$ cat src/thmap_pkg.sv
// Shared constants, types and the divider step for the tiled heightmap address map.
// No dependencies.
package thmap_pkg;

    localparam int CELL_SPAN_W  = 9;
    localparam int TILE_COUNT_W = 7;
    localparam int COORD_W      = 14;
    localparam int HEIGHT_W     = 32;
    localparam int TILE_W       = 6;
    localparam int LOCAL_W      = 9;

    localparam int MAX_TILES    = 64;
    localparam int MAX_SPAN     = 256;
    localparam int SPAN_RESET   = 32;
    localparam int COUNT_RESET  = 8;

    // Configuration register indexes
    localparam int CFG_IDX_W = 1;
    localparam logic [CFG_IDX_W-1:0] REG_CELL_SPAN  = 1'd0;
    localparam logic [CFG_IDX_W-1:0] REG_TILE_COUNT = 1'd1;
    localparam int CFG_DATA_W = CELL_SPAN_W;

    // Divider: quotient bits resolved per pipeline stage
    localparam int BITS_PER_STAGE = 4;
    localparam int DIV_STAGES     = (COORD_W + BITS_PER_STAGE - 1) / BITS_PER_STAGE;
    localparam int DVD_W          = DIV_STAGES * BITS_PER_STAGE;
    localparam int REM_W          = CELL_SPAN_W;

    // Register stages in the whole pipeline: divider stages plus the result stage
    localparam int NUM_STAGES = DIV_STAGES + 1;

    typedef struct packed {
        logic [REM_W-1:0]          rem;
        logic [BITS_PER_STAGE-1:0] qbits;
    } div_step_t;

    // Restoring division over BITS_PER_STAGE dividend bits, MSB first.
    function automatic div_step_t div_step(
        input logic [REM_W-1:0]          rem_in,
        input logic [BITS_PER_STAGE-1:0] bits,
        input logic [CELL_SPAN_W-1:0]    span
    );
        logic [REM_W:0]   trial;
        logic [REM_W-1:0] rem;
        div_step_t        res;
        rem = rem_in;
        res.qbits = '0;
        for (int i = BITS_PER_STAGE - 1; i >= 0; i--) begin
            trial = {rem, bits[i]};
            if (trial >= {1'b0, span})
            begin
                trial = trial - {1'b0, span};
                res.qbits[i] = 1'b1;
            end
            rem = trial[REM_W-1:0];
        end
        res.rem = rem;
        return res;
    endfunction

endpackage

$ cat src/thmap_axis_div.sv
// Pipelined restoring divider for one coordinate axis: coord / span and coord % span.
// Depends on thmap_pkg; stage advance is driven by the top level.
module thmap_axis_div
    import thmap_pkg::*;
(
    input  logic                   clk,
    input  logic [DIV_STAGES-1:0]  load,
    input  logic [COORD_W-1:0]     coord,
    input  logic [CELL_SPAN_W-1:0] span,
    output logic [DVD_W-1:0]       quot,
    output logic [REM_W-1:0]       rem,
    output logic [DVD_W-1:0]       dvd
);

    logic [DVD_W-1:0] dvd_reg  [DIV_STAGES];
    logic [DVD_W-1:0] quot_reg [DIV_STAGES];
    logic [REM_W-1:0] rem_reg  [DIV_STAGES];

    genvar k;
    generate
        for (k = 0; k < DIV_STAGES; k++)
        begin : g_stage
            logic [DVD_W-1:0] dvd_in;
            logic [DVD_W-1:0] quot_in;
            logic [REM_W-1:0] rem_in;
            div_step_t        step;

            if (k == 0)
            begin : g_first
                assign dvd_in  = DVD_W'(coord);
                assign quot_in = '0;
                assign rem_in  = '0;
            end
            else
            begin : g_next
                assign dvd_in  = dvd_reg[k-1];
                assign quot_in = quot_reg[k-1];
                assign rem_in  = rem_reg[k-1];
            end

            assign step = div_step(rem_in,
                                   dvd_in[DVD_W-1-k*BITS_PER_STAGE -: BITS_PER_STAGE], span);

            always_ff @(posedge clk)
            begin
                if (load[k])
                begin
                    dvd_reg[k]  <= dvd_in;
                    quot_reg[k] <= {quot_in[DVD_W-BITS_PER_STAGE-1:0], step.qbits};
                    rem_reg[k]  <= step.rem;
                end
            end
        end
    endgenerate

    assign quot = quot_reg[DIV_STAGES-1];
    assign rem  = rem_reg[DIV_STAGES-1];
    assign dvd  = dvd_reg[DIV_STAGES-1];

endmodule

$ cat src/tiled_heightmap_address_map.sv
// Tiled heightmap address map: top level with config registers, pipeline control and seam logic.
// Depends on thmap_pkg and thmap_axis_div.
//
//  Channel | Signals                                   | Dir | Handshake
//  --------+-------------------------------------------+-----+------------------
//  config  | cfg_we, cfg_index, cfg_data               | in  | write when cfg_we
//  input   | coord_x, coord_y, height_in               | in  | in_valid/in_ready
//  result  | tile_x..out_of_range, height_out          | out | out_valid/out_ready
//
//  One transaction per cycle sustained while out_ready is held high: four divider
//  stages resolve four quotient bits each, then one stage applies seam and range checks.
//  Reset clears the valid bits and loads span 32 and tile count 8; no clearing pass.
//  Each stage advances when it is empty or the stage after it advances, so bubbles
//  collapse and input is taken while a finished result waits on out_ready.
module tiled_heightmap_address_map
    import thmap_pkg::*;
(
    input  logic                    clk,
    input  logic                    rst_n,
    input  logic                    cfg_we,
    input  logic [CFG_IDX_W-1:0]    cfg_index,
    input  logic [CFG_DATA_W-1:0]   cfg_data,
    input  logic                    in_valid,
    output logic                    in_ready,
    input  logic [COORD_W-1:0]      coord_x,
    input  logic [COORD_W-1:0]      coord_y,
    input  logic [HEIGHT_W-1:0]     height_in,
    output logic                    out_valid,
    input  logic                    out_ready,
    output logic [TILE_W-1:0]       tile_x,
    output logic [TILE_W-1:0]       tile_y,
    output logic [LOCAL_W-1:0]      local_x,
    output logic [LOCAL_W-1:0]      local_y,
    output logic                    copy_right,
    output logic                    copy_below,
    output logic                    copy_corner,
    output logic                    out_of_range,
    output logic [HEIGHT_W-1:0]     height_out
);

    // Effective (clamped) configuration
    logic [CELL_SPAN_W-1:0]  span_reg, span_next;
    logic [TILE_COUNT_W-1:0] count_reg, count_next;

    always_comb
    begin
        span_next  = span_reg;
        count_next = count_reg;
        if (cfg_we)
        begin
            case (cfg_index)
                REG_CELL_SPAN:
                begin
                    if (cfg_data == '0)
                        span_next = CELL_SPAN_W'(1);
                    else if (cfg_data > CELL_SPAN_W'(MAX_SPAN))
                        span_next = CELL_SPAN_W'(MAX_SPAN);
                    else
                        span_next = cfg_data;
                end
                REG_TILE_COUNT:
                begin
                    if (cfg_data[TILE_COUNT_W-1:0] == '0)
                        count_next = TILE_COUNT_W'(1);
                    else if (cfg_data[TILE_COUNT_W-1:0] > TILE_COUNT_W'(MAX_TILES))
                        count_next = TILE_COUNT_W'(MAX_TILES);
                    else
                        count_next = cfg_data[TILE_COUNT_W-1:0];
                end
                default:
                begin
                    span_next  = span_reg;
                    count_next = count_reg;
                end
            endcase
        end
    end

    always_ff @(posedge clk or negedge rst_n)
    begin
        if (!rst_n)
        begin
            span_reg  <= CELL_SPAN_W'(SPAN_RESET);
            count_reg <= TILE_COUNT_W'(COUNT_RESET);
        end
        else
        begin
            span_reg  <= span_next;
            count_reg <= count_next;
        end
    end

    // Pipeline control
    logic [NUM_STAGES-1:0] valid_reg, valid_next;
    logic [NUM_STAGES-1:0] load;

    always_comb
    begin
        load[NUM_STAGES-1] = !valid_reg[NUM_STAGES-1] || out_ready;
        for (int k = NUM_STAGES - 2; k >= 0; k--)
            load[k] = !valid_reg[k] || load[k+1];
    end

    always_comb
    begin
        for (int k = 0; k < NUM_STAGES; k++)
        begin
            if (!load[k])
                valid_next[k] = valid_reg[k];
            else if (k == 0)
                valid_next[k] = in_valid;
            else
                valid_next[k] = valid_reg[k-1];
        end
    end

    always_ff @(posedge clk or negedge rst_n)
    begin
        if (!rst_n)
            valid_reg <= '0;
        else
            valid_reg <= valid_next;
    end

    assign in_ready  = load[0];
    assign out_valid = valid_reg[NUM_STAGES-1];

    // Height word rides along the divider stages
    logic [HEIGHT_W-1:0] hgt_reg [DIV_STAGES];

    always_ff @(posedge clk)
    begin
        for (int k = 0; k < DIV_STAGES; k++)
        begin
            if (load[k])
                hgt_reg[k] <= (k == 0) ? height_in : hgt_reg[(k == 0) ? 0 : k-1];
        end
    end

    // Dividers
    logic [DVD_W-1:0] qx, qy, dx, dy;
    logic [REM_W-1:0] rx, ry;

    thmap_axis_div u_div_x (
        .clk   (clk),
        .load  (load[DIV_STAGES-1:0]),
        .coord (coord_x),
        .span  (span_reg),
        .quot  (qx),
        .rem   (rx),
        .dvd   (dx)
    );

    thmap_axis_div u_div_y (
        .clk   (clk),
        .load  (load[DIV_STAGES-1:0]),
        .coord (coord_y),
        .span  (span_reg),
        .quot  (qy),
        .rem   (ry),
        .dvd   (dy)
    );

    // Seam adjust: a nonzero coordinate on a seam goes to the earlier tile at offset span
    logic             seam_x, seam_y;
    logic [DVD_W-1:0] tx, ty, cnt_ext;
    logic [REM_W-1:0] ox, oy;
    logic             oor, right, below;

    always_comb
    begin
        seam_x  = (rx == '0) && (|dx);
        seam_y  = (ry == '0) && (|dy);
        tx      = seam_x ? qx - DVD_W'(1) : qx;
        ty      = seam_y ? qy - DVD_W'(1) : qy;
        ox      = seam_x ? span_reg : rx;
        oy      = seam_y ? span_reg : ry;
        cnt_ext = DVD_W'(count_reg);
        oor     = (tx >= cnt_ext) || (ty >= cnt_ext);
        right   = (ox == span_reg) && (tx < cnt_ext - DVD_W'(1));
        below   = (oy == span_reg) && (ty < cnt_ext - DVD_W'(1));
    end

    logic [TILE_W-1:0]   tile_x_reg, tile_y_reg;
    logic [LOCAL_W-1:0]  local_x_reg, local_y_reg;
    logic                right_reg, below_reg, corner_reg, oor_reg;
    logic [HEIGHT_W-1:0] height_reg;

    always_ff @(posedge clk)
    begin
        if (load[NUM_STAGES-1])
        begin
            tile_x_reg  <= oor ? '0 : tx[TILE_W-1:0];
            tile_y_reg  <= oor ? '0 : ty[TILE_W-1:0];
            local_x_reg <= oor ? '0 : LOCAL_W'(ox);
            local_y_reg <= oor ? '0 : LOCAL_W'(oy);
            right_reg   <= !oor && right;
            below_reg   <= !oor && below;
            corner_reg  <= !oor && right && below;
            oor_reg     <= oor;
            height_reg  <= hgt_reg[DIV_STAGES-1];
        end
    end

    assign tile_x       = tile_x_reg;
    assign tile_y       = tile_y_reg;
    assign local_x      = local_x_reg;
    assign local_y      = local_y_reg;
    assign copy_right   = right_reg;
    assign copy_below   = below_reg;
    assign copy_corner  = corner_reg;
    assign out_of_range = oor_reg;
    assign height_out   = height_reg;

    // Checks
    a_oor_zero: assert property (@(posedge clk) disable iff (!rst_n)
        out_valid && out_of_range |-> tile_x == '0 && tile_y == '0 && local_x == '0
            && local_y == '0 && !copy_right && !copy_below)
        else $error("out_of_range result carries nonzero address fields");

    a_corner: assert property (@(posedge clk) disable iff (!rst_n)
        out_valid && copy_corner |-> copy_right && copy_below)
        else $error("corner copy without right and below copies");

    a_local_bound: assert property (@(posedge clk) disable iff (!rst_n)
        out_valid && !out_of_range |-> local_x <= LOCAL_W'(span_reg)
            && local_y <= LOCAL_W'(span_reg))
        else $error("local offset exceeds span");

    a_tile_bound: assert property (@(posedge clk) disable iff (!rst_n)
        out_valid && !out_of_range |-> TILE_COUNT_W'(tile_x) < count_reg
            && TILE_COUNT_W'(tile_y) < count_reg)
        else $error("tile index beyond tile count without range flag");

    a_right_edge: assert property (@(posedge clk) disable iff (!rst_n)
        out_valid && copy_right |-> local_x == LOCAL_W'(span_reg))
        else $error("right copy off the right seam");

endmodule
$ cat config.mk
export PLATFORM = sky130hd
export DESIGN_NAME = tiled_heightmap_address_map
export DESIGN_NICKNAME = d
export VERILOG_FILES = /design/src/thmap_pkg.sv /design/src/thmap_axis_div.sv /design/src/tiled_heightmap_address_map.sv
export SDC_FILE = /design/constraint.sdc
export NUM_CORES = 1
export LEC_CHECK = 0
export CORE_MARGIN = 2
export CORE_UTILIZATION = 39
export CTS_CLUSTER_DIAMETER = 30
export DETAILED_ROUTE_END_ITERATION = 8
export DONT_BUFFER_PORTS = 1
export HOLD_SLACK_MARGIN = 0.02
export PLACE_DENSITY_LB_ADDON = 0.12
export SYNTH_ARGS = -nofsm -noshare
export SYNTH_HDL_FRONTEND = slang
export SYNTH_SLANG_ARGS = --single-unit
export TNS_END_PERCENT = 30
$ cat constraint.sdc
create_clock -name clk -period 15.9 [get_ports clk]
set_input_delay 3.18 -clock clk [delete_from_list [all_inputs] [get_ports clk]]
set_output_delay 3.18 -clock clk [all_outputs]
set_load 0.01 [all_outputs]
==> metrics <==
Worst Path Required 16.29 ns; synth top area cells edfxtp_1 (44%), ha_1 (12%), mux2_2 (5.6%); Final Hold Viols 0; drt pass-1 iters 5; Startpoint Class flop; Die ar. 80510 um^2; # rows 102; post-cts sizing count 0; crit end category flop; global-route wire length before repair 122200 um; clock root cell clkbuf_16; setup TNS 0 ns; cts hold-fix bufs 0; CP delay by family, top compound AO/OA/AOI/OAI gates; maxcap violations 0; worst path arrival time 10.49 ns; Final min period 10.09 ns; DP HPWL 57750 um; outcome finished clean; CTS max path bufs 3; antenna cells 0; DR iter-0 viols 1219; vias in the first global route 21560; Setup-failing EPs final 0; Top Ports 143; number of synthesized register bits 471; Mean Syn Cell Area 11.48 um^2; Cell Area, Synth 30520 um^2; Hold Crit Class flop to flop; top cells by count, synth edfxtp_1 (450), ha_1 (303), a21oi_1 (190); Residual DRC 0; max_slew headroom 23.93%; Post-synth EDFFs 450; predominant post-synthesis flop cell edfxtp_1; # clock sinks 471; CP max-delay cell o211ai_1; sequential-to-total area share from yosys stat 46.01%; Final Cell Area 35570 um^2; Num CTS Buffers 104; met2 Usage GRT 30.44%; vias per cell 5.452; gpl congestion 0.8959; effective utilization at floorplan 39.40%; Routed Antenna Nets 0; post-synthesis cell count 2659; RSZ-0062 raised after global routing false; Avg WL per Cell 20.41 um; Max Clk Rate 99.06 MHz; TritonCTS clock tree built; Post-DP Area 31870 um^2; pin count of the biggest net entering global routing 73; die width 283.7 um; Buffers on Ports 0; slew at the pin closest to its max-slew limit 1.136 ns; final WL 79210 um; Yosys top cell by area edfxtp_1; top-count cell post-synth edfxtp_1; met3 usage 4.453%; Top Usage Layer GRT met2; routed vias 21160; Worst-Skew Late Latency 0.69 ns; CP Buf/Inv Count 5; CTS HTree Levels 3; Mapped Nets 3065; die outline height 283.7 um; Synth top area share 44.27%; Core Util, Final 45.92%; Async SR Flop Fraction 4.459%; share of cells above drive strength 1 14.57%; Largest register FFs 128; initial antenna violation count 5; met1 Track Usage GR 26.32%; Setup Fix Bufs, Post-CTS 0; yosys warns 0; clock slew at reported path FFs 0.06 ns; Synth cell types 86; Fin Clk Skew 0.07941 ns; Core Area 77470 um^2; area delta synth->final 16.54%; global route total overflow 0; biggest cell delay along the critical path 0.92 ns; fill count 7024; total global-route track usage 19.39%; Crit Path Max Fanout 14; final net count 3156; CP Class flop to flop; Slew Limit Fails 0; fin crit share 63.49%
-- final timing paths --
kind                       slack, ns               endpoint  cells after the start            from
min                             0.37         hgt_reg[2][18]                      0  hgt_reg[1][18]
max reg2reg                     5.81  u_div_y.rem_reg[1][6]                     32     span_reg[7]
min reg2reg                     0.37         hgt_reg[2][18]                      0  hgt_reg[1][18]
min in group asynchronous       2.19           valid_reg[0]                      0           rst_n
max in group asynchronous      13.49           count_reg[3]                      0           rst_n
max                             5.81  u_div_y.rem_reg[1][6]                     32     span_reg[7]
-- layer usage --
layer / share of wire [%] / up-vias
met2: 44 / 522
met5: 0.040 / -
met4: 2.7 / 4
li1: - / 10240
met3: 6.1 / 125
met1: 47 / 10270
-- worst reg2reg max path: cells and delay by family (launching register included) --
| family | cells | cell delay [ns] |
|---|---|---|
| AO/OA/AOI/OAI | 14 | 4.08 |
| adder cells (fa/ha/maj) | 4 | 1.52 |
| buffers and inverters | 5 | 1.55 |
| flip-flops | 1 | 0.35 |
| multiplexers | 4 | 1.72 |
| AND/OR/NAND/NOR | 5 | 0.63 |
-- area by class of cell --
cell class / instances / area (um^2) / area share, %
Tap cell: 1040 / 1301 / 3.658
Inverter: 162 / 608.1 / 1.710
Clock inverter: 84 / 1066 / 2.997
Multi-Input combinational cell: 1983 / 15700 / 44.15
Timing Repair Buffer: 28 / 210.2 / 0.5910
Clock buffer: 113 / 2636 / 7.412
Sequential cell: 471 / 14040 / 39.48
-- stage by stage --
step	hold WS [ns]	instances	setup WS (ns)
floorplan	0.4003	2659	4.734
global placement	0.4007	3684	5.904
detailed placement	0.4045	3684	5.788
CTS	0.3514	3881	5.729
global route	0.3683	3881	4.989
finish	0.3670	3881	5.805
-- kinds of logic after synthesis --
family          Yosys count  synth area share (%)
flops                   471                 46.01
xor+xnor                218                 6.256
compound gates          607                 12.91
fa+ha+maj               332                 14.29
buf+inv                 205                 2.632
simple gates            632                 10.85
mux                     194                 7.051
-- placed cells by master, fill, tap and decap left out, types with 23 or more instances in the layout --
master / count
edfxtp_1: 450
ha_1: 303
a21oi_1: 190
nor2_1: 175
inv_1: 152
mux2_2: 152
xnor2_1: 128
o21ai_0: 115
nand2_1: 107
clkbuf_16: 104
xor2_1: 90
a21o_1: 78
nor2b_1: 57
nand4_1: 49
nor3_1: 47
nand2b_1: 40
mux2i_1: 39
o21a_1: 36
nand3_1: 29
fa_1: 28
buf_4: 28
o211ai_1: 23
and2_1: 23
Power is left out: the tool's default activity adds up to more than one toggle a clock period on the data nets, which glitch-free logic cannot reach.
